===== src/design/ipms_pkg.sv =====
`default_nettype none

package ipms_pkg;

	// Configuration register indexes
	localparam logic [2:0] REG_ENCODER_MODE      = 3'd0;
	localparam logic [2:0] REG_TARGET_SPEED      = 3'd1;
	localparam logic [2:0] REG_DRIVE_LIMIT       = 3'd2;
	localparam logic [2:0] REG_GAIN_P            = 3'd3;
	localparam logic [2:0] REG_GAIN_I            = 3'd4;
	localparam logic [2:0] REG_GAIN_D            = 3'd5;
	localparam logic [2:0] REG_TIMED_STOP_ENABLE = 3'd6;

	// Encoder latch modes
	localparam logic [1:0] MODE_FIRST  = 2'd0;
	localparam logic [1:0] MODE_SECOND = 2'd1;
	localparam logic [1:0] MODE_BOTH   = 2'd2;

	localparam logic [10:0] STOP_TICKS    = 11'd1000;
	localparam logic [15:0] INITIAL_DRIVE = 16'd0;

	// Configuration register reset values
	localparam logic [1:0]  RST_ENCODER_MODE = MODE_BOTH;
	localparam logic [15:0] RST_TARGET_SPEED = 16'd0;
	localparam logic [15:0] RST_DRIVE_LIMIT  = 16'd10000;
	localparam logic [11:0] RST_GAIN_P       = 12'd160;
	localparam logic [11:0] RST_GAIN_I       = 12'd112;
	localparam logic [11:0] RST_GAIN_D       = 12'd16;

	typedef struct packed {
		logic [1:0]  encoder_mode;
		logic [15:0] target_speed;
		logic [15:0] drive_limit;
		logic [11:0] gain_p;
		logic [11:0] gain_i;
		logic [11:0] gain_d;
		logic        timed_stop_enable;
	} cfg_t;

	typedef struct packed {
		logic signed [15:0] first_speed;
		logic signed [16:0] second_speed;
		logic [15:0]        drive_duty;
		logic               stopped;
	} result_t;

endpackage

`default_nettype wire


===== src/design/ipms_core.sv =====
`default_nettype none

module ipms_core (
	input  wire logic               clk,
	input  wire logic               arst_n,
	input  wire logic               step,
	input  wire logic signed [15:0] first_count,
	input  wire logic signed [15:0] second_count,
	input  wire ipms_pkg::cfg_t     cfg,
	output ipms_pkg::result_t       result
);

	logic signed [17:0] error_last_q;
	logic signed [17:0] error_before_last_q;
	logic [15:0]        drive_q;
	logic signed [15:0] held_first_q;
	logic signed [16:0] held_second_q;
	logic [10:0]        ticks_q;

	logic signed [15:0] first_nx;
	logic signed [16:0] second_nx;
	logic [10:0]        ticks_nx;
	logic               stopped_nx;
	logic signed [16:0] speed_abs;
	logic signed [17:0] err;
	logic signed [18:0] diff_p;
	logic signed [19:0] diff_d;
	logic signed [31:0] gp_ext, gi_ext, gd_ext;
	logic signed [31:0] prod_p, prod_i, prod_d;
	logic signed [33:0] gain_sum;
	logic signed [33:0] drive_sum;
	logic [29:0]        drive_quot;
	logic [15:0]        drive_nx;

	// Latch counts according to the encoder mode; an unused mode holds both
	always_comb begin
		first_nx  = held_first_q;
		second_nx = held_second_q;
		case (cfg.encoder_mode)
			ipms_pkg::MODE_FIRST: begin
				first_nx = first_count;
			end
			ipms_pkg::MODE_SECOND: begin
				second_nx = 17'(second_count);
			end
			ipms_pkg::MODE_BOTH: begin
				first_nx  = first_count;
				second_nx = 17'(second_count);
			end
			default: begin
			end
		endcase
	end

	always_comb begin
		ticks_nx = ticks_q;
		if (cfg.timed_stop_enable && ticks_q != ipms_pkg::STOP_TICKS)
			ticks_nx = ticks_q + 11'd1;
	end

	assign stopped_nx = (ticks_nx == ipms_pkg::STOP_TICKS);

	assign speed_abs = second_nx[16] ? -second_nx : second_nx;
	assign err       = $signed({2'b00, cfg.target_speed}) - 18'(speed_abs);

	assign diff_p = 19'(err) - 19'(error_last_q);
	assign diff_d = 20'(err) - (20'(error_last_q) <<< 1) + 20'(error_before_last_q);

	assign gp_ext = $signed({20'd0, cfg.gain_p});
	assign gi_ext = $signed({20'd0, cfg.gain_i});
	assign gd_ext = $signed({20'd0, cfg.gain_d});

	assign prod_p = gp_ext * 32'(diff_p);
	assign prod_i = gi_ext * 32'(err);
	assign prod_d = gd_ext * 32'(diff_d);

	assign gain_sum  = 34'(prod_p) + 34'(prod_i) + 34'(prod_d);
	assign drive_sum = $signed({14'd0, drive_q, 4'd0}) + gain_sum;
	assign drive_quot = drive_sum[33:4];

	// Truncate the Q.4 sum, then clamp to 0..drive_limit
	always_comb begin
		if (drive_sum[33] || drive_sum == 34'sd0)
			drive_nx = 16'd0;
		else if (drive_quot > {14'd0, cfg.drive_limit})
			drive_nx = cfg.drive_limit;
		else
			drive_nx = drive_quot[15:0];
	end

	always_ff @(posedge clk or negedge arst_n) begin
		if (!arst_n) begin
			error_last_q        <= '0;
			error_before_last_q <= '0;
			drive_q             <= ipms_pkg::INITIAL_DRIVE;
			held_first_q        <= '0;
			held_second_q       <= '0;
			ticks_q             <= '0;
		end else if (step) begin
			held_first_q <= first_nx;
			ticks_q      <= ticks_nx;
			if (stopped_nx) begin
				held_second_q <= second_nx;
			end else begin
				held_second_q       <= speed_abs;
				error_last_q        <= err;
				error_before_last_q <= error_last_q;
				drive_q             <= drive_nx;
			end
		end
	end

	always_comb begin
		result.first_speed  = first_nx;
		result.second_speed = stopped_nx ? second_nx : speed_abs;
		result.drive_duty   = stopped_nx ? 16'd0 : drive_nx;
		result.stopped      = stopped_nx;
	end

endmodule

`default_nettype wire


===== src/design/incremental_pid_motor_speed_unit.sv =====
// Incremental PID speed loop for one motor fed by two quadrature encoders.
// Slave stream: one word per sampling tick carrying both encoder counts.
// Master stream: one word per tick with the latched counts and the forward
// duty; tuser flags that the timed stop has been reached.
// Registers are written through cfg_we/cfg_index/cfg_wdata; the user must write
// them only while the unit is idle, which the block does not enforce. A write
// lands at the next rising edge. An accepted word is registered in the input
// register, processed by the core, and its result registered in the result
// register. Throughput is one word per cycle unless the master side stalls; the
// PID loop closes combinationally through the drive and error registers, with
// three gain multiplies feeding one adder and clamp. A master stall holds the
// result register, admits one more word, then drops s_tready until m_tready.
// Reset clears the PID state, the encoder latches and the tick counter, and
// loads the register defaults (both encoders latched, limit 10000).
`default_nettype none

module incremental_pid_motor_speed_unit (
	input  wire logic        clk,
	input  wire logic        arst_n,
	input  wire logic        s_tvalid,
	output logic             s_tready,
	input  wire logic [31:0] s_tdata,   // [15:0] first_count, [31:16] second_count
	output logic             m_tvalid,
	input  wire logic        m_tready,
	output logic [55:0]      m_tdata,   // [15:0] first_speed, [32:16] second_speed,
	                                    // [48:33] drive_duty, rest zero
	output logic [0:0]       m_tuser,   // [0] stopped
	input  wire logic        cfg_we,
	input  wire logic [2:0]  cfg_index,
	input  wire logic [15:0] cfg_wdata
);

	ipms_pkg::cfg_t    cfg_q;
	ipms_pkg::result_t result;
	ipms_pkg::result_t out_s2;

	logic               valid_s1;
	logic signed [15:0] first_s1;
	logic signed [15:0] second_s1;
	logic               out_valid_s2;
	logic               advance;

	always_ff @(posedge clk or negedge arst_n) begin
		if (!arst_n) begin
			cfg_q.encoder_mode      <= ipms_pkg::RST_ENCODER_MODE;
			cfg_q.target_speed      <= ipms_pkg::RST_TARGET_SPEED;
			cfg_q.drive_limit       <= ipms_pkg::RST_DRIVE_LIMIT;
			cfg_q.gain_p            <= ipms_pkg::RST_GAIN_P;
			cfg_q.gain_i            <= ipms_pkg::RST_GAIN_I;
			cfg_q.gain_d            <= ipms_pkg::RST_GAIN_D;
			cfg_q.timed_stop_enable <= 1'b0;
		end else if (cfg_we) begin
			case (cfg_index)
				ipms_pkg::REG_ENCODER_MODE:      cfg_q.encoder_mode      <= cfg_wdata[1:0];
				ipms_pkg::REG_TARGET_SPEED:      cfg_q.target_speed      <= cfg_wdata;
				ipms_pkg::REG_DRIVE_LIMIT:       cfg_q.drive_limit       <= cfg_wdata;
				ipms_pkg::REG_GAIN_P:            cfg_q.gain_p            <= cfg_wdata[11:0];
				ipms_pkg::REG_GAIN_I:            cfg_q.gain_i            <= cfg_wdata[11:0];
				ipms_pkg::REG_GAIN_D:            cfg_q.gain_d            <= cfg_wdata[11:0];
				ipms_pkg::REG_TIMED_STOP_ENABLE: cfg_q.timed_stop_enable <= cfg_wdata[0];
				default: begin
				end
			endcase
		end
	end

	// Process the held word whenever the result register is free or draining
	assign advance  = valid_s1 && (!out_valid_s2 || m_tready);
	assign s_tready = !valid_s1 || advance;

	always_ff @(posedge clk or negedge arst_n) begin
		if (!arst_n) begin
			valid_s1 <= 1'b0;
		end else if (s_tready) begin
			valid_s1 <= s_tvalid;
		end
	end

	always_ff @(posedge clk) begin
		if (s_tvalid && s_tready) begin
			first_s1  <= $signed(s_tdata[15:0]);
			second_s1 <= $signed(s_tdata[31:16]);
		end
	end

	ipms_core u_core (
		.clk          (clk),
		.arst_n       (arst_n),
		.step         (advance),
		.first_count  (first_s1),
		.second_count (second_s1),
		.cfg          (cfg_q),
		.result       (result)
	);

	always_ff @(posedge clk or negedge arst_n) begin
		if (!arst_n) begin
			out_valid_s2 <= 1'b0;
		end else if (advance) begin
			out_valid_s2 <= 1'b1;
		end else if (m_tready) begin
			out_valid_s2 <= 1'b0;
		end
	end

	always_ff @(posedge clk) begin
		if (advance)
			out_s2 <= result;
	end

	assign m_tvalid = out_valid_s2;
	assign m_tdata  = {7'd0, out_s2.drive_duty, out_s2.second_speed, out_s2.first_speed};
	assign m_tuser  = out_s2.stopped;

endmodule

`default_nettype wire

===== config.mk =====
export PLATFORM = sky130hd
export DESIGN_NAME = incremental_pid_motor_speed_unit
export DESIGN_NICKNAME = d
export VERILOG_FILES = /design/src/design/ipms_pkg.sv /design/src/design/ipms_core.sv /design/src/design/incremental_pid_motor_speed_unit.sv
export SDC_FILE = /design/constraint.sdc
export NUM_CORES = 2
export LEC_CHECK = 0
export BUFFER_PORTS_ARGS = -buffer_cell sky130_fd_sc_hd__buf_2
export CORE_UTILIZATION = 55
export DETAILED_ROUTE_END_ITERATION = 8
export PLACE_DENSITY = 0.74
export SLEW_MARGIN = 10
export SYNTH_ARGS = -nofsm -noshare
export SYNTH_HDL_FRONTEND = slang
export SYNTH_SLANG_ARGS = --single-unit

===== constraint.sdc =====
create_clock -name clk -period 41 [get_ports clk]
set_input_delay 4.1 -clock clk [delete_from_list [all_inputs] [get_ports clk]]
set_output_delay 4.1 -clock clk [all_outputs]
set_load 0.01 [all_outputs]

==> results.sh <==
export IMPL_layout_cells_most_common="inv_1"
export IMPL_routed_wl_um=95900
export IMPL_drtIter0Drc=2040
export IMPL_path_clk_slew_ns=0.07
export IMPL_tightest_slew_ns=1.33
export IMPL_vias=28900
export IMPL_arrival_ns=19.92
export IMPL_hold_violations=0
export IMPL_clock_sink_count=251
export IMPL_final_setup_skew_ns=0.0164
export IMPL_status="finished, final reports clean"
export IMPL_worstPathRequired_ns=41.30
export IMPL_place_gp_congestion=0.914
export IMPL_cpMaxStageDelayCell="xnor2_1"
export IMPL_num_io_pins=115
export IMPL_timing_rr_start="cfg_q[70]"
export IMPL_drive_gt1_share_pct=7.52
export IMPL_area_delta_synth_final_pct=5.98
export IMPL_die_h_um=274
export IMPL_cap_violations=0
export IMPL_synthDistinctLibCells=70
export IMPL_first_global_vias=30400
export IMPL_ant_nets=0
export IMPL_portBuffers=107
export IMPL_synth_flop_cell="dfrtp_1"
export IMPL_timing_fmax_ghz=0.0510
export IMPL_crit_top_cell="fa_1"
export IMPL_gr_usage_all_layers_pct=27.0
export IMPL_holdCritStartpoint="u_core.held_first_q[8]"
export IMPL_clock_insertion_delay_worst_skew_ns=0.59
export IMPL_fin_setup_tns_ns=0
export IMPL_overflow=0
export IMPL_ys_seq_area_share_pct=16.4
export IMPL_route_detailed_drc=0
export IMPL_min_period_ns=19.62
export IMPL_syn_area_um2=40800
export IMPL_cts_setup_buffers=0
export IMPL_crit_type="reg -> reg"
export IMPL_root_buffer="clkbuf_16"
export IMPL_wl_per_cell_um=18.2
export IMPL_setup_viol=0
export IMPL_avgSynthCellArea_um2=9.52
export IMPL_ctsHoldBuffers=0
export IMPL_finalNetCount=5417
export IMPL_cts_path_max_buffers=3
export IMPL_rsz0062_at_grt="false"
export IMPL_grt_max_degree=84
export IMPL_die_width_um=274
export IMPL_routed_via_density=5.47
export IMPL_worstSetupEndpointType="register"
export IMPL_cts_buffers=28
export IMPL_synth_seq_cells=251
export IMPL_grt_pass1_wl_um=159000
export IMPL_row_count=99
export IMPL_dr_pass1_iters=6
export IMPL_coreArea_um2=73200
export IMPL_slew_violations=0
export IMPL_startpoint_type="register"
export IMPL_synth_async_reset_ratio_pct=67.3
export IMPL_antenna_found_initial=0
export IMPL_worst_slew_margin_rel_pct=11.0
export IMPL_cp_max_fo=47
export IMPL_htreeDepth=1
export IMPL_tritoncts="yes"
export IMPL_die_area_um2=75300
export IMPL_final_cell_mix="inv_1 (926), fa_1 (780), nand2_1 (614), ha_1 (283), and2_1 (265)"
export IMPL_max_stage_delay_ns=1.02
export IMPL_yosys_warnings=0
export IMPL_hold_path_class="reg -> reg"
export IMPL_ctsResizeCount=0
export IMPL_synthCells=4289
export IMPL_initial_core_util_pct=55.8
export IMPL_synth_edf_count=82
export IMPL_crit_path_start="cfg_q[70]"
export IMPL_fin_crit_sh_pct=47.9
export IMPL_dp_hpwl_um=77900
## cells in the mapped netlist (all sizes together), types with 79 or more instances
library cell,n,area (um^2)
clkbuf,164,616
fa,780,15600
o21ai,123,616
a21oi,102,510
nand2,615,2310
and2,265,1660
inv,927,3480
nor2,107,402
xnor2,98,858
dfrtp,157,3930
edfxtp,82,2460
mux2,79,890
ha,283,3540
## worst max-delay path: cells and delay by family, from the launching register on
family,cells,cell delay [ns]
adder cells (fa/ha/maj),19,8.26
AO/OA/AOI/OAI,16,3.80
AND/OR/NAND/NOR,17,3.53
XOR/XNOR,4,1.52
buffers and inverters,10,1.09
multiplexers,2,0.55
flip-flops,1,0.53
## per-layer routing
layer,GRT usage [%],wire (um),up-vias
met1,35.8,38900,14700
met4,11.5,4740,0
met2,44.6,46200,962
li1,-,-,13000
met3,3.51,6040,217
met5,0,0,-
## area by class of cell
class	instances	area, um^2
Antenna cell	1	2.50
Clock buffer	39	845
Clock inverter	13	166
Fill cell	6190	29900
Inverter	927	3480
Multi-Input combinational cell	2931	29900
Sequential cell	251	6710
Tap cell	959	1200
Timing Repair Buffer	159	932
## sequential cells by signal, indices dropped and copies added, names as in the netlist, 17 cells and up
signal / cells
cfg_q: 71
m_tdata: 49
u_core.error_before_last_q: 18
u_core.error_last_q: 18
u_core.held_second_q: 17
## path summary, 6_finish.rpt
kind	cells past startpoint	end	slack, ns
max	68	m_tdata[40]	21.38
min	2	u_core.held_first_q[8]	0.46
max reg2reg	68	m_tdata[40]	21.38
min reg2reg	2	u_core.held_first_q[8]	0.46
max in group asynchronous	2	u_core.error_last_q[12]	36.31
min in group asynchronous	1	cfg_q[37]	3.43
## through the flow
| step | hold WS, ns | util, % | instances | instance area [um^2] | worst slack [ns] |
|---|---|---|---|---|---|
| floorplan | 0.440 | - | 4295 | 40900 | 22.32 |
| CTS | 0.472 | 59.1 | 5279 | 43300 | 21.63 |
| detailed placement | 0.457 | 57.7 | 5227 | 42300 | 21.66 |
| finish | 0.463 | 59.1 | 5280 | 43300 | 21.38 |
| global route | 0.498 | 59.1 | 5279 | 43300 | 20.24 |
| global placement | 0.452 | 57.7 | 5227 | 42300 | 22.20 |
## cells by family after synthesis
logic type               count (synthesis)  share of synthesized area, %
AND/OR/NAND/NOR                       1232                          14.4
buffers and inverters                 1113                          10.4
multiplexers                           115                          3.06
XOR/XNOR                               149                          3.23
other                                    1                       0.00918
flip-flops                             251                          16.4
AO/OA/AOI/OAI                          365                          5.55
adder cells (fa/ha/maj)               1063                          46.9
Power is left out: the tool's default activity adds up to more than one toggle a clock period on the data nets, which glitch-free logic cannot reach.
